--- src/rtl/core/ffla_pkg.sv ---
// Shared types, widths and constants of the fixed block free list allocator.
// No dependencies; every other file of the block but ffla_ram refers to it by scoped names.
package ffla_pkg;

  localparam int IDX_W           = 10;
  localparam int CFG_W           = 11;
  localparam int APB_DATA_W      = 32;
  localparam int APB_ADDR_W      = 3;
  localparam int POOL_BLOCKS_DEF = 1024;

  localparam logic [CFG_W-1:0] BPR_RST  = 11'd4;
  localparam logic [CFG_W-1:0] MAXR_RST = 11'd256;
  localparam logic [CFG_W-1:0] CFG_MIN  = 11'd1;
  localparam logic [CFG_W-1:0] CFG_MAX  = 11'd1024;

  typedef enum logic {
    REG_BPR  = 1'b0,
    REG_MAXR = 1'b1
  } reg_idx_t;

  typedef enum logic {
    OP_ALLOC = 1'b0,
    OP_FREE  = 1'b1
  } op_t;

  typedef enum logic [1:0] {
    ST_OK      = 2'd0,
    ST_OOM     = 2'd1,
    ST_BADFREE = 2'd2
  } status_t;

  typedef enum logic {
    S_IDLE = 1'b0,
    S_POP  = 1'b1
  } state_t;

  typedef struct packed {
    logic [IDX_W-1:0] granted;
    status_t          status;
    logic             opened;
  } result_t;

  function automatic logic [CFG_W-1:0] clamp_cfg(input logic [CFG_W-1:0] v);
    logic [CFG_W-1:0] r;
    r = v;
    if (v == '0) begin
      r = CFG_MIN;
    end else if (v > CFG_MAX) begin
      r = CFG_MAX;
    end
    return r;
  endfunction

endpackage

--- src/rtl/core/ffla_out_q.sv ---
// Two-word result queue between the allocator core and the output channel.
// Depends on ffla_pkg for the result word type.
module ffla_out_q (
  input  logic              clk,
  input  logic              rst_n,
  input  logic              push,
  input  ffla_pkg::result_t push_word,
  output logic              full,
  output logic              out_valid,
  input  logic              out_ready,
  output ffla_pkg::result_t out_word
);

  ffla_pkg::result_t q_r [2];
  logic       wr_ptr_r, wr_ptr_nxt;
  logic       rd_ptr_r, rd_ptr_nxt;
  logic [1:0] cnt_r, cnt_nxt;
  logic       pop;

  assign out_valid = (cnt_r != 2'd0);
  assign full      = (cnt_r == 2'd2);
  assign out_word  = q_r[rd_ptr_r];
  assign pop       = out_valid && out_ready;

  always_comb begin
    wr_ptr_nxt = push ? ~wr_ptr_r : wr_ptr_r;
    rd_ptr_nxt = pop ? ~rd_ptr_r : rd_ptr_r;
    cnt_nxt    = cnt_r;
    if (push && !pop) begin
      cnt_nxt = cnt_r + 2'd1;
    end else if (pop && !push) begin
      cnt_nxt = cnt_r - 2'd1;
    end
  end

  always_ff @(posedge clk) begin
    if (!rst_n) begin
      wr_ptr_r <= 1'b0;
      rd_ptr_r <= 1'b0;
      cnt_r    <= 2'd0;
    end else begin
      wr_ptr_r <= wr_ptr_nxt;
      rd_ptr_r <= rd_ptr_nxt;
      cnt_r    <= cnt_nxt;
    end
  end

  always_ff @(posedge clk) begin
    if (push) begin
      q_r[wr_ptr_r] <= push_word;
    end
  end

endmodule

--- config.mk ---
export PLATFORM = sky130hd
export DESIGN_NAME = ffla_out_q
export DESIGN_NICKNAME = d
export VERILOG_FILES = /design/src/rtl/core/ffla_pkg.sv /design/src/rtl/core/ffla_out_q.sv
export SDC_FILE = /design/constraint.sdc
export NUM_CORES = 1
export LEC_CHECK = 0
export ABC_AREA = 1
export BUFFER_PORTS_ARGS = -buffer_cell sky130_fd_sc_hd__buf_2
export CORE_MARGIN = 2
export CORE_UTILIZATION = 40
export DETAILED_ROUTE_END_ITERATION = 10
export GPL_TIMING_DRIVEN = 0
export PLACE_DENSITY_LB_ADDON = 0.05
export SLEW_MARGIN = 20
export SYNTH_ARGS = -nofsm -noshare
export SYNTH_HDL_FRONTEND = slang
export SYNTH_SLANG_ARGS = --single-unit
export TNS_END_PERCENT = 50
--- constraint.sdc ---
create_clock -name clk -period 2.05 [get_ports clk]
set_input_delay 0.41 -clock clk [delete_from_list [all_inputs] [get_ports clk]]
set_output_delay 0.41 -clock clk [all_outputs]
set_load 0.05 [all_outputs]
---- Word level (Yosys, flattened, before mapping) ----
Memories as Yosys holds them, arrays and structs flattened. A register that Yosys moved wholly into a read port is not among the register bits.
Index checks and enable logic that the tools add are counted.
cells by class
  bitwise gates (word level) .............. 2
  reduce and logical (&&, ||, !) cells .... 7
  $add $sub $neg .......................... 2
  muxes and demuxes ....................... 6
  equal/unequal tests ..................... 1
operators by type and width
  cell                                                                 number
  1-bit two-way mux                                                    4
  2-bit two-way mux                                                    2
  2-bit nonzero test                                                   2
  1-bit logical AND                                                    3
  2-bit by 1-bit adder with 2-bit output (second input constant)       1
  2-bit == test (second input constant)                                1
  1-bit logical NOT                                                    2
  1-bit NOT                                                            2
  2-bit by 1-bit subtractor with 2-bit output (second input constant)  1
word-level totals
  logic and storage cells ................. 22
  input bits .............................. 17
  output and inout bits ................... 15
  flip-flop bits (word level) ............. 4
  memory bits (writable) .................. 26
  memories ................................ 1
memories
  memory  words  bits a word  rd ports  clocked after memory_dff  write ports  RTL line          RTL
  q_r     2      13           1         1                         1            ffla_out_q.sv:14  ffla_pkg::result_t q_r [2];

---- Longest topological paths before layout ----
  depth after elaboration ................. 5
  gate-level depth with buffers ........... 9

---- Worst setup path before layout ----
No wires, ideal clock.
  path type ............................... register to output
  from .................................... register cnt_r[1]
  to ...................................... output port full
  arrival ................................. 1031 ps
  required time ........................... 1640 ps
  setup slack ............................. 609 ps
  path buffers ............................ 0
  stages on the path, launching flop included .. 3
  cell sequence ........................... dfxtp_1 inv_1 nor2_1
on the way
  cells in the longest elaborated chain, start to end .. 1
RTL lines
  item                      RTL line          RTL
  start: declaration        ffla_out_q.sv:17  logic [1:0] cnt_r, cnt_nxt;
  start signal: assignment  ffla_out_q.sv:44  cnt_r <= cnt_nxt;
  2-bit == test             ffla_out_q.sv:21  assign full = (cnt_r == 2'd2);
  end: declaration          ffla_out_q.sv:8   output logic full,
Every way passes these cells.

==> flow_metrics.env <==
export IMPL_sw_frac_of_total_pct=31.6
export IMPL_worstPathArrival_ns=1.47
export IMPL_relSlewSlack_pct=55.0
export IMPL_gr_total_overflow=0
export IMPL_synthTopCellsByCount="edfxtp_1, mux2_4, nand2_1"
export IMPL_path_class="flop to primary output"
export IMPL_cts_tree="yes"
export IMPL_critPathBufInv=2
export IMPL_max_freq_ghz=0.532
export IMPL_status="finished, final reports clean"
export IMPL_antenna_found_initial=0
export IMPL_postRouteAntennaNets=0
export IMPL_dp_hpwl_um=1300
export IMPL_powerDensity_nw_per_um2=978
export IMPL_crit_path_cell_trace="buf_6, mux2_4, buf_2"
export IMPL_synth_area_sq_um=1210
export IMPL_async_reset_ff_share_pct=0
export IMPL_synth_ff_type="edfxtp_1"
export IMPL_timing_final_crit_share_pct=91.7
export IMPL_die_x_um=59.0
export IMPL_core_area_sq_um=2810
export IMPL_worst_setup_path_start_kind="flop"
export IMPL_cp_max_fo=10
export IMPL_finalSetupViolCount=0
export IMPL_crit_required_ns=1.64
export IMPL_synth_edf_count=26
export IMPL_hp_class="input port to flop"
export IMPL_clkSinkCount=31
export IMPL_n_antenna_cell=0
export IMPL_crit_family="flip-flops"
export IMPL_path_clk_slew_ns=0.09
export IMPL_yosys_cell_types_count=14
export IMPL_comb_power_share_pct=25.4
export IMPL_max_stage_delay_ns=0.43
export IMPL_power_switching_uw=451
export IMPL_num_rows=19
export IMPL_drive_gt1_share_pct=45.2
export IMPL_synth_top_area_cell="edfxtp_1"
export IMPL_power_share_clock_pct=22.1
export IMPL_netlist_instances=76
export IMPL_synthTopCellsByArea="edfxtp_1, mux2_4, dfxtp_1"
export IMPL_gr_usage_all_layers_pct=12.0
export IMPL_fin_crit_ns=1.88
export IMPL_detailedRoute_firstPassIterationCount=4
export IMPL_die_area_sq_um=3480
export IMPL_viasPerCell=4.77
export IMPL_via_count=697
export IMPL_p_leak_nw=0.622
export IMPL_crit_path_top_delay_cell="dfxtp_1"
export IMPL_cap_violations=0
export IMPL_area_delta_synth_final_pct=20.4
export IMPL_fin_skew_ns=0.00769
export IMPL_syn_num_nets=94
export IMPL_numCtsBuffers=5
export IMPL_end_kind="primary output"
export IMPL_ys_seq_area_share_pct=72.7
export IMPL_first_iter_violations=16
export IMPL_ios=32
export IMPL_finalHoldViolations=0
export IMPL_synth_most_common_cell="edfxtp_1"
export IMPL_yosys_warnings=0
export IMPL_grt_max_degree=14
export IMPL_tightestPinTransition_ns=0.675
export IMPL_stdcell_count=146
export IMPL_grt_setup_unrepaired="no"
export IMPL_cts_hold_buf=0
export IMPL_cts_buffer_depth=2
export IMPL_ctsHtreeMaxLevel=2
export IMPL_dp_cells=138
export IMPL_synth_top_area_share_pct=64.5
export IMPL_clock_latency_ns=0.32
export IMPL_irDropWorstVdd_uv=414
export IMPL_start_util_pct=43.2
export IMPL_grt_pass1_wl_um=2860
export IMPL_final_nets=132
export IMPL_seq_power_share_pct=52.5
export IMPL_syn_area_per_cell_sq_um=15.9
export IMPL_wirelength_um=1780
export IMPL_ys_seq_elements=31
export IMPL_grt_pass1_vias=646
export IMPL_die_h_um=59.0
export IMPL_detail_route_wl_per_cell_um=12.2
export IMPL_p_int_uw=976
export IMPL_post_cts_buffers=0
export IMPL_slew_violations=0
export IMPL_finalSetupTns_ns=0
export IMPL_ctsResizeCount=0
export IMPL_numPortBuffers=31
export IMPL_drc=0
export IMPL_p_total_mw=1.43
export IMPL_cts_root_buf="clkbuf_4"
export IMPL_gp_congestion=0.702
## per-layer routing
layer / global-route usage (%) / vias up / share of wire, %
met1: 12.9 / 323 / 40
met5: 0 / - / 0
li1: - / 343 / -
met4: 8.77 / 0 / 2.2
met3: 5.68 / 4 / 7.5
met2: 18.6 / 27 / 51
## layout make-up
cell class              instances  area (sq um)
plain buffers                   1          11.3
clock buffers                   6          41.3
clock inverters                 2          8.76
fillers                       245          1350
inverters                       8          30.0
multi-input cells              36           292
flip-flops and latches         31           881
well taps                      31          38.8
repair buffers                 31           155
## cell usage in the layout, fill, tap and decap left out
cell / netlist / layout
clkinv_2: 0 / 1
nand2_1: 9 / 9
buf_6: 1 / 1
clkinv_1: 0 / 1
o21ai_0: 1 / 1
mux2_2: 3 / 3
nor2_2: 0 / 1
ha_1: 1 / 1
inv_1: 8 / 8
a21oi_1: 1 / 1
mux2_4: 10 / 10
edfxtp_1: 26 / 26
nand4_1: 1 / 1
o21a_1: 1 / 1
dfxtp_1: 5 / 5
nand3_1: 1 / 1
clkbuf_4: 0 / 5
nor2_1: 8 / 7
buf_2: 0 / 31
clkbuf_1: 0 / 1
## logic make-up after synthesis
logic type | count (synthesis) | share of synthesized area, %
AOI/OAI and AO/OA | 3 | 1.45
adders and majority gates | 1 | 1.03
buffers and inverters | 9 | 3.41
DFF | 31 | 72.7
muxes | 13 | 15.2
and+or+nand+nor | 19 | 6.20
## final timing paths
| kind | from | endpoint | slack (ns) | cells past startpoint |
|---|---|---|---|---|
| worst min register to register | rd_ptr_r | rd_ptr_r | 0.50 | 2 |
| worst max-delay path | flop | out_word[0] | 0.17 | 3 |
| worst min-delay path | push_word[12] | q_r[1][12] | 0.27 | 1 |
| worst max register to register | cnt_r[1] | cnt_r[1] | 0.76 | 8 |
## worst reg2reg max path: stages (launching register included)
cell and delay, ns:
dfxtp_1 0.37, o21a_1 0.18, inv_1 0.05, ha_1 0.30, inv_1 0.08, nand3_1 0.08
nand2_1 0.06, inv_1 0.03, nor2_1 0.08
## per-stage QoR
| stage | setup WS, ns | hold WS, ns | util [%] | cell area [sq um] |
|---|---|---|---|---|
| final | 0.170 | 0.274 | 52.0 | 1460 |
| after global routing | 0.0601 | 0.246 | 52.0 | 1460 |
| after CTS | 0.119 | 0.257 | 52.0 | 1460 |
| after detailed placement | 0.476 | 0.483 | 50.2 | 1410 |
| after global placement | 0.176 | 0.481 | 50.1 | 1410 |
| after floorplan | 0.609 | 0.467 | - | 1210 |
## registers in the layout, indices dropped and copies added (netlist names), named ones only
register and flops:
q_r 26, rd_ptr_r 1, wr_ptr_r 1, cnt_r 2
## power by group through the flow
stage	sequential, mW	combinational (mW)	clock [mW]
6_report	0.749	0.362	0.315
5_1_grt	0.755	0.389	0.362
4_1_cts	0.750	0.367	0.331
3_5_place_dp	0.765	0.367	0
3_3_place_gp	0.762	0.362	0
2_1_floorplan	0.758	0.296	0
Note: power is estimated with default switching activity, not from simulation.
