[config.mk]
export PLATFORM = sky130hd
export DESIGN_NAME = ffla_ctrl
export DESIGN_NICKNAME = d
export VERILOG_FILES = /design/src/rtl/core/ffla_pkg.sv /design/src/rtl/core/ffla_ctrl.sv
export SDC_FILE = /design/constraint.sdc
export NUM_CORES = 1
export LEC_CHECK = 0
export BUFFER_PORTS_ARGS = -buffer_cell sky130_fd_sc_hd__buf_2
export CAP_MARGIN = 20
export CORE_MARGIN = 2
export CORE_UTILIZATION = 40
export DETAILED_ROUTE_END_ITERATION = 16
export GPL_TIMING_DRIVEN = 0
export PLACE_DENSITY = 0.7
export SLEW_MARGIN = 20
export SYNTH_ARGS = -nofsm -noshare
export SYNTH_HDL_FRONTEND = slang
export SYNTH_SLANG_ARGS = --single-unit
[constraint.sdc]
create_clock -name clk -period 9.2 [get_ports clk]
set_clock_uncertainty 0.1 [all_clocks]
set_input_delay 0.92 -clock clk [delete_from_list [all_inputs] [get_ports clk]]
set_output_delay 0.92 -clock clk [all_outputs]
set_load 0.03 [all_outputs]
[src/rtl/core/ffla_pkg.sv]
// Shared types, widths and constants of the fixed block free list allocator.
// No dependencies; every other file of the block but ffla_ram refers to it by scoped names.
package ffla_pkg;

  localparam int IDX_W           = 10;
  localparam int CFG_W           = 11;
  localparam int APB_DATA_W      = 32;
  localparam int APB_ADDR_W      = 3;
  localparam int POOL_BLOCKS_DEF = 1024;

  localparam logic [CFG_W-1:0] BPR_RST  = 11'd4;
  localparam logic [CFG_W-1:0] MAXR_RST = 11'd256;
  localparam logic [CFG_W-1:0] CFG_MIN  = 11'd1;
  localparam logic [CFG_W-1:0] CFG_MAX  = 11'd1024;

  typedef enum logic {
    REG_BPR  = 1'b0,
    REG_MAXR = 1'b1
  } reg_idx_t;

  typedef enum logic {
    OP_ALLOC = 1'b0,
    OP_FREE  = 1'b1
  } op_t;

  typedef enum logic [1:0] {
    ST_OK      = 2'd0,
    ST_OOM     = 2'd1,
    ST_BADFREE = 2'd2
  } status_t;

  typedef enum logic {
    S_IDLE = 1'b0,
    S_POP  = 1'b1
  } state_t;

  typedef struct packed {
    logic [IDX_W-1:0] granted;
    status_t          status;
    logic             opened;
  } result_t;

  function automatic logic [CFG_W-1:0] clamp_cfg(input logic [CFG_W-1:0] v);
    logic [CFG_W-1:0] r;
    r = v;
    if (v == '0) begin
      r = CFG_MIN;
    end else if (v > CFG_MAX) begin
      r = CFG_MAX;
    end
    return r;
  endfunction

endpackage

[src/rtl/core/ffla_ctrl.sv]
// Allocator control: free list head, bump pointer, region count, link RAM access.
// Depends on ffla_pkg; drives ffla_ram and ffla_out_q through the top level.
module ffla_ctrl #(
  parameter int POOL_BLOCKS = ffla_pkg::POOL_BLOCKS_DEF,
  parameter int IW = (POOL_BLOCKS > 1) ? $clog2(POOL_BLOCKS) : 1
) (
  input  logic                       clk,
  input  logic                       rst_n,
  input  logic                       in_valid,
  output logic                       in_ready,
  input  logic                       in_operation,
  input  logic [ffla_pkg::IDX_W-1:0] in_block_index,
  input  logic [ffla_pkg::CFG_W-1:0] blocks_per_region,
  input  logic [ffla_pkg::CFG_W-1:0] max_regions,
  input  logic                       q_full,
  output logic                       push,
  output ffla_pkg::result_t          push_word,
  output logic                       ram_we,
  output logic [IW-1:0]              ram_waddr,
  output logic [IW-1:0]              ram_wdata,
  output logic [IW-1:0]              ram_raddr,
  input  logic [IW-1:0]              ram_rdata
);

  localparam int BW = $clog2(POOL_BLOCKS + 1);
  localparam int CW = (BW > ffla_pkg::IDX_W) ? BW : ffla_pkg::IDX_W;
  localparam int PW = 2 * ffla_pkg::CFG_W;

  ffla_pkg::state_t           state_r, state_nxt;
  logic [IW-1:0]              head_r, head_nxt;
  logic                       nonempty_r, nonempty_nxt;
  logic [BW-1:0]              bump_r, bump_nxt;
  logic [ffla_pkg::CFG_W-1:0] ro_r, ro_nxt;

  logic                       accept;
  logic [ffla_pkg::CFG_W-1:0] bpr, maxr;
  logic [PW-1:0]              region_limit;
  logic [IW-1:0]              idx_iw;

  assign in_ready     = (state_r == ffla_pkg::S_IDLE) && !q_full;
  assign accept       = in_valid && in_ready;
  assign bpr          = ffla_pkg::clamp_cfg(blocks_per_region);
  assign maxr         = ffla_pkg::clamp_cfg(max_regions);
  assign region_limit = PW'(ro_r) * PW'(bpr);
  assign idx_iw       = IW'(in_block_index);

  always_comb begin
    state_nxt = state_r;
    case (state_r)
      ffla_pkg::S_IDLE: begin
        if (accept && (in_operation == ffla_pkg::OP_ALLOC) && nonempty_r) begin
          state_nxt = ffla_pkg::S_POP;
        end
      end
      ffla_pkg::S_POP: begin
        state_nxt = ffla_pkg::S_IDLE;
      end
      default: begin
        state_nxt = ffla_pkg::S_IDLE;
      end
    endcase
  end

  always_comb begin
    head_nxt         = head_r;
    nonempty_nxt     = nonempty_r;
    bump_nxt         = bump_r;
    ro_nxt           = ro_r;
    push             = 1'b0;
    push_word        = '0;
    push_word.status = ffla_pkg::ST_OK;
    ram_we           = 1'b0;
    ram_waddr        = idx_iw;
    ram_wdata        = nonempty_r ? head_r : idx_iw;
    ram_raddr        = head_r;
    case (state_r)
      ffla_pkg::S_IDLE: begin
        if (accept) begin
          if (in_operation == ffla_pkg::OP_FREE) begin
            push = 1'b1;
            if (CW'(in_block_index) >= CW'(bump_r)) begin
              push_word.status = ffla_pkg::ST_BADFREE;
            end else begin
              ram_we       = 1'b1;
              head_nxt     = idx_iw;
              nonempty_nxt = 1'b1;
            end
          end else if (!nonempty_r) begin
            push = 1'b1;
            if (bump_r == BW'(POOL_BLOCKS)) begin
              push_word.status = ffla_pkg::ST_OOM;
            end else if (PW'(bump_r) < region_limit) begin
              push_word.granted = ffla_pkg::IDX_W'(bump_r);
              bump_nxt          = bump_r + BW'(1);
            end else if (ro_r < maxr) begin
              push_word.granted = ffla_pkg::IDX_W'(bump_r);
              push_word.opened  = 1'b1;
              bump_nxt          = bump_r + BW'(1);
              ro_nxt            = ro_r + ffla_pkg::CFG_W'(1);
            end else begin
              push_word.status = ffla_pkg::ST_OOM;
            end
          end
        end
      end
      ffla_pkg::S_POP: begin
        push              = 1'b1;
        push_word.granted = ffla_pkg::IDX_W'(head_r);
        if (ram_rdata == head_r) begin
          nonempty_nxt = 1'b0;
        end else begin
          head_nxt = ram_rdata;
        end
      end
      default: begin
        push = 1'b0;
      end
    endcase
  end

  always_ff @(posedge clk) begin
    if (!rst_n) begin
      state_r    <= ffla_pkg::S_IDLE;
      head_r     <= '0;
      nonempty_r <= 1'b0;
      bump_r     <= '0;
      ro_r       <= ffla_pkg::CFG_W'(1);
    end else begin
      state_r    <= state_nxt;
      head_r     <= head_nxt;
      nonempty_r <= nonempty_nxt;
      bump_r     <= bump_nxt;
      ro_r       <= ro_nxt;
    end
  end

endmodule
[Word level (Yosys, flattened, before mapping)]
Cells that the tools add are included.
W data, S select, Z words.
Word-level totals
  output and inout bits: 46
  latch bits: 0
  input port bits: 47
  bits in writable memories: 0
  memory bits (read-only): 0
  memories kept: 0
  bits in registers: 34
Operators by class
  divide/modulo/power cells: 0
  add/subtract/negate cells: 2
  shift operators: 0
  muxes and demuxes: 43
  bitwise operators: 5
  reduce and logical (&&, ||, !) cells: 12
  multipliers: 1
  eq/ne operators: 7
  order comparisons: 5
Operators with widths (count)
  $mux W10: 9
  $mux W11: 6
  $pmux W10 S2: 2
  $mux W13: 2
  $add A11 B1 Y11 const B: 2
  $gt A11 B11 Y1 const B: 2
  $logic_not A11 Y1: 2
  $lt A11 B22 Y1: 1
  $mul A11 B11 Y22: 1
  $mux W1: 17
  $eq A11 B11 Y1 const B: 1
  $ge A10 B11 Y1: 1
  $lt A11 B11 Y1: 1
  $eq A10 B10 Y1: 1
  $ne A2 B2 Y1 const B: 4
  $reduce_and A4 Y1: 2
  $reduce_and A7 Y1: 1
  $mux W2: 3
  $pmux W1 S2: 3
  $reduce_and A6 Y1: 1
  $not A1 Y1: 5
  $logic_and A1 B1 Y1: 4
  $mux W3: 1
  $ne A2 B1 Y1 const B: 1
  other kinds (2): 2

[Longest topological paths before layout]
Gate-level depths: netlist of run 1.
  word-level depth: 11
  mapped depth: 32
  depth with buffers taken out: 30

[Worst setup path after synthesis of run 1]
No wires, ideal clock.
  path kind: input -> output
  start: in blocks_per_region[1] (netlist bit)
  end: out push_word[0] (netlist bit)
  setup slack: -0.285 ns
  buffers on the path: 1
  cell stages on the path: 28
  required time: 8.180 ns
  arrival: 8.465 ns
  cells stage by stage: nor4_1 -> nand3_1 -> o21ai_0 -> and2_1 -> clkbuf_1 -> nand2_1 -> fa_1 -> fa_1 -> inv_1 -> ha_1 -> fa_1 -> inv_1 -> fa_1 -> inv_1 -> ha_1 -> and3_4 -> a211oi_4 -> o21ai_0 -> xnor2_1 -> ha_1 -> nand2_1 -> nor2_1 -> o211ai_1 -> o21ai_0 -> nand4_1 -> nor3_1 -> nand4_1 -> a2111oi_0
RTL lines
  start: declaration: line ffla_ctrl.sv:13  | input logic [ffla_pkg::CFG_W-1:0] blocks_per_region,
  end: declaration: line ffla_ctrl.sv:17  | output ffla_pkg::result_t push_word,

==> impl_metrics.ini, run 1 <==
[die]
dieHeight_um = 138
design.die.area_sq_um = 19100
starting_utilization_of_the_core_area_pct = 40.5
dieWidth_um = 138
coreArea_sq_um = 17800
io_pins = 93
placement_rows = 49

[synth]
synth.yosys.warnings = 0
synth.ff_latch_count = 34
ys_types = 67
ys_top_cells_by_area = sky130_fd_sc_hd__fa_1, sky130_fd_sc_hd__ha_1, sky130_fd_sc_hd__dfxtp_1
synth_enable_flop_cells = 0
synth_sequential_area_ratio_pct = 9.42
cell_with_the_most_instances_after_synthesis = sky130_fd_sc_hd__inv_1
most_instantiated_cells_after_synthesis = sky130_fd_sc_hd__inv_1, sky130_fd_sc_hd__nand2_1, sky130_fd_sc_hd__ha_1, sky130_fd_sc_hd__fa_1, sky130_fd_sc_hd__and2_1
syn-mean-instance-area_sq_um = 8.20
postSynth.asyncResetShare_pct = 0
synth_nets = 1101
synth_area_leader_cell = sky130_fd_sc_hd__fa_1
mappedNetlistArea_sq_um = 7220
synthesis.instances = 881
postSynth.topFlopCell = sky130_fd_sc_hd__dfxtp_1
yosys.area.top_type_share_pct = 22.2

[place]
placement.setup.worst_slack_ns = -1.01
placement.io_buffers = 92
numPlacedInstances = 1202
finalWeightedCongestion = 0.912
detailed_place_hpwl_um = 15700
place_area_sq_um = 7970

[timing]
rsz0062_at_grt = true
max-slew-margin-rel_pct = 52.7
fin_hold_ws_ns = 0.435
fin_crit_sh_pct = 97.7
setup_violations = 0
postLayoutSetupSlackWorst_ns = 0.212
worst_slew_pin_slew_ns = 0.705
final_critical_path_required_period_ns = 8.99
drv_slew = 0
final-hold-violation-count = 0
maxClockFrequency_mhz = 111

[route]
ratio_of_routed_vias_to_standard_cells = 5.38
drt_pass1_iterations = 5
vias = 6561
antenna_left = 0
drc = 0
routed_wire_length_per_instance_um = 15.4
drt_iter0_drc = 483
finalWirelength_um = 18800

[grt]
grt_pass1_wl_um = 32100
antenna_violations_before_repair = 0
globalRouteTotalUtil_pct = 19.8
grt_start_max_net_pins = 13
via_count_of_the_first_global_routing_pass = 6440
overflow = 0

[final_layout]
final_core_utilization_pct = 46.5
diodes = 0
syn2layout_area_growth_pct = 14.8
fin_nets = 1209
fin_cells = 1219
final_cell_area_sq_um = 8300
final_layout_size_suffix_gt1_share_pct = 16.4

[worst_setup_path]
critical_path_class = in -> out
type_of_element_launching_the_critical_path = primary input
crit_slowest_cell = sky130_fd_sc_hd__fa_1
worst-path-max-fanout = 10
reg2reg_setup_slack_ns = 1.62
slowest_delay_ns = 0.55
worst_ep_arrival_time_ns = 7.97
endpoint_kind = primary output
cp_data_required_time_ns = 8.18

[clocking]
cts_tree = built
clock_insertion_delay_worst_skew_ns = 0.29
clockBufferDepth = 2
holdBufCountCts = 0
cts_sinks = 34
cts-htree-levels = 2
clkTransAtPathRegs_ns = 0.05
cts_made_buffers = 5
root_buffer = sky130_fd_sc_hd__clkbuf_16

[outcome]
run_status = finished clean

[pwr]
p_leak_nw = 4.15
p_per_area_nw_per_um2 = 56.8
peakVddDrop_uv = 67.8

[run]
drv.max_cap_violation_count = 0

[worst_hold_path]
timing.hold.worst.class = reg -> reg
[layout by cell type (no fill, tap or decap), drive strengths merged, types with 11 or more instances in the layout]
master / synthesis / routed
inv: 126 / 126
buf: 17 / 120
nand2: 115 / 115
ha: 93 / 93
fa: 80 / 80
and2: 63 / 63
clkbuf: 36 / 39
dfxtp: 34 / 34
a21oi: 27 / 27
nand4: 22 / 22
nor2: 22 / 22
nand3: 20 / 20
o21ai: 20 / 20
xnor2: 18 / 18
a31oi: 12 / 12
nor2b: 11 / 11
nor4: 11 / 11
a21o: 11 / 11
[where the power goes]
group          leakage, nW  internal (W)  switching [W]  total [W]
combinational         3.80     0.0000449      0.0000760   0.000121
clock               0.0760      0.000128      0.0000691   0.000197
sequential           0.275      0.000149     0.00000352   0.000153
[worst max-delay path: cells and delay by family]
kind	cells	cell delay (ns)
AO/OA/AOI/OAI	10	2.01
adder cells (fa/ha/maj)	7	3.09
AND/OR/NAND/NOR	5	1.02
XOR/XNOR	1	0.16
buffers and inverters	7	0.72
[per-layer routing]
layer / GRT usage, % / wire length [um]
met1: 28.4 / 8790
met2: 31.7 / 8840
met3: 2.18 / 754
met4: 5.75 / 435
met5: 0 / 0
[per-stage QoR]
stage	TNS [ns]	total power, W
global route	-0.436	0.000492
CTS	0	0.000467
finish	0	0.000471
global placement	-11.20	0.000269
detailed placement	-12.01	0.000270
floorplan	0	0.000230
[flip-flops by register name (all words and copies together) (netlist names)]
register and count:
state_r 1, ram_raddr 10, bump_r 11, ro_r 11, nonempty_r 1
[path summary, 6_finish.rpt]
path	start	cells past startpoint	end
max	blocks_per_region[1]	30	push_word[3]
min reg2reg	ram_raddr[9]	2	ram_raddr[9]
max reg2reg	ro_r[2]	27	ro_r[5]
min	ram_raddr[9]	2	ram_raddr[9]
[cell families after synthesis]
group                      after synthesis  synth area share, %
muxes                                   15                 2.23
buffers and inverters                  180                 10.0
xor gates and xnor gates                25                 3.03
AOI/OAI and AO/OA                      145                 14.8
adders and majority gates              173                 38.3
and+or+nand+nor                        309                 22.2
DFF                                     34                 9.42
[layout make-up]
| class | instances | area, sq um |
|---|---|---|
| well taps | 229 | 287 |
| repair buffers | 103 | 543 |
| inverters | 127 | 477 |
| fillers | 1718 | 9550 |
| plain buffers | 51 | 246 |
| flip-flops and latches | 34 | 681 |
| clock inverters | 3 | 45.0 |
| clock buffers | 5 | 125 |
| multi-input cells | 667 | 5890 |
[what timing repair did]
action                                 in CTS  in global routing
setup buffers                               2                  9
endpoints found under the hold margin       0                  0
pin swaps                                   2                 10
gates resized for setup                     8                 14
setup endpoints to repair                  12                 12
No activity file was read; power rests on OpenSTA's default activity.
==> inputs of run 2 (changes only) <==
--- a/config.mk
+++ b/config.mk
@@ -11,7 +11,6 @@
 export CORE_UTILIZATION = 40
 export DETAILED_ROUTE_END_ITERATION = 16
 export GPL_TIMING_DRIVEN = 0
-export PLACE_DENSITY = 0.7
 export SLEW_MARGIN = 20
 export SYNTH_ARGS = -nofsm -noshare
 export SYNTH_HDL_FRONTEND = slang
==> run 2 against run 1 <==
  * Non-clock buffer count shrank 2
  * Critical path depth is 3 lower
  * Power fell by 2.0%
  * Worst hold slack improved by 0.0034 ns
  * Final area is essentially flat
  * Critical path type unchanged
  * Largest power group unchanged
==> impl_metrics.ini, run 2 (synthesized netlist as in run 1, its figures left out) <==
[clocking]
clockBufferDepth = 2
clock_insertion_delay_worst_skew_ns = 0.29
clkTransAtPathRegs_ns = 0.05
cts_made_buffers = 5
cts_tree = built
root_buffer = sky130_fd_sc_hd__clkbuf_16
cts-htree-levels = 2
cts_sinks = 34

[place]
finalWeightedCongestion = 0.906
placement.io_buffers = 92
detailed_place_hpwl_um = 16400
numPlacedInstances = 1202

[route]
vias = 6501
drc = 0
finalWirelength_um = 19700
ratio_of_routed_vias_to_standard_cells = 5.34
antenna_left = 0
drt_iter0_drc = 442
routed_wire_length_per_instance_um = 16.2
drt_pass1_iterations = 5

[final_layout]
syn2layout_area_growth_pct = 14.7
diodes = 0
final_cell_mix = sky130_fd_sc_hd__inv_1, sky130_fd_sc_hd__nand2_1, sky130_fd_sc_hd__buf_2
layout_commonest_cell = sky130_fd_sc_hd__inv_1
fillers = 1790
final_layout_size_suffix_gt1_share_pct = 16.4
fin_nets = 1207
fin_cells = 1217
final_core_utilization_pct = 46.5

[grt]
grt_start_max_net_pins = 11
overflow = 0
via_count_of_the_first_global_routing_pass = 6398
antenna_violations_before_repair = 0
globalRouteTotalUtil_pct = 20.8
grt_pass1_wl_um = 32700

[die]
placement_rows = 49
design.die.area_sq_um = 19100
dieWidth_um = 138
io_pins = 93
starting_utilization_of_the_core_area_pct = 40.5
coreArea_sq_um = 17800
dieHeight_um = 138

[worst_setup_path]
slowest_delay_ns = 0.63
cp_data_required_time_ns = 8.18
worst_ep_arrival_time_ns = 7.89
crit_slowest_cell = sky130_fd_sc_hd__or4b_2
timing.rr.start = ro_r[2]
type_of_element_launching_the_critical_path = primary input
r2r-end = ro_r[7]
endpoint_kind = primary output
worst-path-max-fanout = 10
reg2reg_setup_slack_ns = 1.69
critical-path-top-cell-by-count = sky130_fd_sc_hd__fa_1
critical_path_class = in -> out
reg2regPathDepth = 27

[worst_hold_path]
min_path_cells = 2
whs_endpoint = ram_raddr[6]
timing.hold.worst.class = reg -> reg
hp-start = ram_raddr[6]

[timing]
maxClockFrequency_mhz = 112
final-hold-violation-count = 0
worst_slew_pin_slew_ns = 0.810
max-slew-margin-rel_pct = 46.0
drv_slew = 0
fin_crit_sh_pct = 96.8
final_critical_path_required_period_ns = 8.91
rsz0062_at_grt = true
fin_hold_ws_ns = 0.439
setup_violations = 0

[run]
drv.max_cap_violation_count = 0

[pwr]
p_leak_nw = 4.15
fin_total_pwr_w = 0.000462
peakVddDrop_uv = 65.7
p_per_area_nw_per_um2 = 55.7

[outcome]
run_status = finished clean
[run 2: cell count changes in the layout (fill, tap and decap cells not counted), sizes merged]
cell | before | now
bufinv | 1 | 0
clkbuf | 39 | 41
buf | 120 | 119
clkinvlp | 2 | 0
[run 2: where the power goes]
part           switching (W)  internal (W)
logic              0.0000761     0.0000444
clock network      0.0000649      0.000123
registers         0.00000413      0.000150
total               0.000145      0.000316
[run 2: worst max-delay path by stage]
stage                    startpoint            end  slack (ns)  depth (start not counted)
2_1_floorplan  blocks_per_region[1]   push_word[0]        0.11                         28
3_3_place_gp   blocks_per_region[1]   push_word[6]       -1.11                         31
3_5_place_dp   blocks_per_region[1]   push_word[5]       -1.17                         31
4_1_cts        blocks_per_region[1]   push_word[0]        0.02                         29
5_1_grt        blocks_per_region[4]   push_word[6]       -0.04                         30
6_report       blocks_per_region[4]  push_word[12]        0.29                         27
[run 2: layout make-up]
| type | count | area [sq um] | area share (%) |
|---|---|---|---|
| inverters | 127 | 477 | 5.75 |
| well taps | 229 | 287 | 3.46 |
| flip-flops and latches | 34 | 681 | 8.21 |
| plain buffers | 51 | 249 | 3.00 |
| clock buffers | 8 | 166 | 2.01 |
| repair buffers | 101 | 531 | 6.40 |
| multi-input cells | 667 | 5900 | 71.2 |
[run 2: timing repair]
action / in CTS / in global routing
gates resized for setup: 9 / 21
endpoints found under the setup margin: 18 / 12
pin swaps: 3 / 11
hold buffers: 0 / 0
buffers inserted: 3 / 6
[run 2: worst max-delay path, delay by kind of cell]
kind / cells / cell delay [ns]
AOI/OAI and AO/OA: 6 / 1.18
adders and majority gates: 6 / 2.86
buffers and inverters: 8 / 0.99
and+or+nand+nor: 7 / 1.91
[run 2: layer usage]
layer / global-route usage (%) / up-vias / routed length (um)
met3: 2.04 / 20 / 701
met1: 30.4 / 3159 / 9420
met5: 0 / - / 0
met2: 34.0 / 128 / 9410
li1: - / 3194 / -
met4: 3.17 / 0 / 213
[run 2: metrics by stage]
| step | area [sq um] | TNS (ns) | worst slack [ns] |
|---|---|---|---|
| after floorplan | 7220 | 0 | 0.111 |
| after global placement | 7970 | -15.43 | -1.11 |
| after detailed placement | 7970 | -17.29 | -1.17 |
| after CTS | 8180 | 0 | 0.0206 |
| after global routing | 8290 | -0.305 | -0.0427 |
| final | 8290 | 0 | 0.292 |
==> inputs of run 3 (changes only) <==
--- a/config.mk
+++ b/config.mk
@@ -8,7 +8,8 @@
 export BUFFER_PORTS_ARGS = -buffer_cell sky130_fd_sc_hd__buf_2
 export CAP_MARGIN = 20
 export CORE_MARGIN = 2
-export CORE_UTILIZATION = 40
+export CORE_UTILIZATION = 45
+export CTS_BUF_LIST = sky130_fd_sc_hd__clkbuf_16
 export DETAILED_ROUTE_END_ITERATION = 16
 export GPL_TIMING_DRIVEN = 0
 export SLEW_MARGIN = 20
==> run 3 against run 2 <==
  * First-iteration DRC count shrank 4.5%
  * Utilization increased by 5.8 points
  * Sequential power hardly changed
  * Via count is essentially flat
  * Clock power shrank 13%
  * Largest cell class unchanged
==> impl_metrics.ini, run 3 (synthesized netlist as in run 1, its figures left out) <==
[clocking]
cts_sinks = 34
holdBufCountCts = 0
clock_insertion_delay_worst_skew_ns = 0.29
cts-htree-levels = 2
root_buffer = sky130_fd_sc_hd__clkbuf_16
clkTransAtPathRegs_ns = 0.05
clockBufferDepth = 2
cts_tree = built
cts_made_buffers = 5

[outcome]
run_status = finished clean

[grt]
grt_pass1_wl_um = 31000
overflow = 0
globalRouteTotalUtil_pct = 23.0
antenna_violations_before_repair = 0
via_count_of_the_first_global_routing_pass = 6097
grt_start_max_net_pins = 11

[route]
drc = 0
drt_pass1_iterations = 6
routed_wire_length_per_instance_um = 16.0
drt_iter0_drc = 422
ratio_of_routed_vias_to_standard_cells = 5.38
finalWirelength_um = 19300
antenna_left = 0
vias = 6499

[pwr]
intPower_w = 0.000291
p_per_area_nw_per_um2 = 52.8
p_leak_nw = 4.14
pwr-share-seq_pct = 35.3
share_clk_of_total_power_pct = 37.4
pwr-share-comb_pct = 27.3
switching_component_of_the_power_w = 0.000144
fin_total_pwr_w = 0.000435
peakVddDrop_uv = 66.6
sw_frac_of_total_pct = 33.1

[final_layout]
diodes = 0
syn2layout_area_growth_pct = 14.0
fin_nets = 1210
final_core_utilization_pct = 52.2
layout_commonest_cell = sky130_fd_sc_hd__inv_1
final_cell_mix = sky130_fd_sc_hd__inv_1, sky130_fd_sc_hd__nand2_1, sky130_fd_sc_hd__buf_2
final_layout_size_suffix_gt1_share_pct = 16.0
fin_cells = 1207
final_cell_area_sq_um = 8230

[timing]
max-slew-margin-rel_pct = 50.5
drv_slew = 0
fin_crit_sh_pct = 96.5
final-hold-violation-count = 0
setup_violations = 0
final_critical_path_required_period_ns = 8.88
maxClockFrequency_mhz = 113
postLayoutSetupSlackWorst_ns = 0.321
worst_slew_pin_slew_ns = 0.737

[run]
drv.max_cap_violation_count = 0

[worst_setup_path]
slowest_delay_ns = 0.55
worst-path-max-fanout = 10
critical-path-top-cell-by-count = sky130_fd_sc_hd__fa_1
crit_slowest_cell = sky130_fd_sc_hd__fa_1
cp_data_required_time_ns = 8.18
type_of_element_launching_the_critical_path = primary input
critical_path_class = in -> out
endpoint_kind = primary output
worst_ep_arrival_time_ns = 7.86

[die]
placement_rows = 46
io_pins = 93
coreArea_sq_um = 15800
dieWidth_um = 131
design.die.area_sq_um = 17100
dieHeight_um = 131
starting_utilization_of_the_core_area_pct = 45.8

[place]
finalWeightedCongestion = 0.840
numPlacedInstances = 1189
place_area_sq_um = 7960
detailed_place_hpwl_um = 16000
placement.setup.worst_slack_ns = -0.926
placement.io_buffers = 92

[worst_hold_path]
timing.hold.worst.class = reg -> reg
-- run 3: critical path: cells and delay by family --
family | cells | cell delay, ns
fa+ha+maj | 7 | 3.07
compound gates | 9 | 1.89
xor+xnor | 1 | 0.16
simple gates | 7 | 1.18
buf+inv | 6 | 0.65
-- run 3: layer usage --
layer  GRT usage, %  up-vias  share of wire [%]
li1               -     3197                  -
met1           34.1     3150                 50
met2           37.0      140                 46
met3           2.69       12                3.6
met4           3.69        0               0.65
met5              0        -                  0
-- run 3: path summary, 6_finish.rpt --
check,cells after the start,startpoint,endpoint,slack [ns]
worst max register to register,28,ro_r[2],ro_r[7],1.45
worst max-delay path,30,blocks_per_region[1],push_word[12],0.32
worst min register to register,2,ram_raddr[4],ram_raddr[4],0.46
worst min-delay path,2,ram_raddr[4],ram_raddr[4],0.46
-- run 3: what timing repair did --
action / CTS / global route
setup endpoints to repair: 12 / 12
gates resized for setup: 5 / 17
pin swaps: 2 / 11
setup buffers: 2 / 10
-- run 3: cell type report --
type,count,area (sq um)
buffer,51,248
clock buffer,5,125
fill,1587,7540
sequential,34,681
tap,216,270
clock inverter,3,11.3
inverter,127,477
multi-input combinational,667,5870
timing repair buffer,104,551
-- run 3: per-stage QoR --
step                      setup TNS (ns)  hold slack, ns
after detailed placement          -11.02           0.441
final                                  0           0.457
after floorplan                        0           0.371
after global placement            -10.86           0.435
after global routing            -0.00530           0.471
after CTS                              0           0.449
-- run 3: power by group through the flow --
| stage | sequential, W | clock [W] | combinational [W] |
|---|---|---|---|
| 2_1_floorplan | 0.000159 | 0 | 0.0000710 |
| 3_3_place_gp | 0.000157 | 0 | 0.000114 |
| 3_5_place_dp | 0.000157 | 0 | 0.000114 |
| 4_1_cts | 0.000153 | 0.000164 | 0.000115 |
| 5_1_grt | 0.000154 | 0.000170 | 0.000130 |
| 6_report | 0.000153 | 0.000163 | 0.000119 |
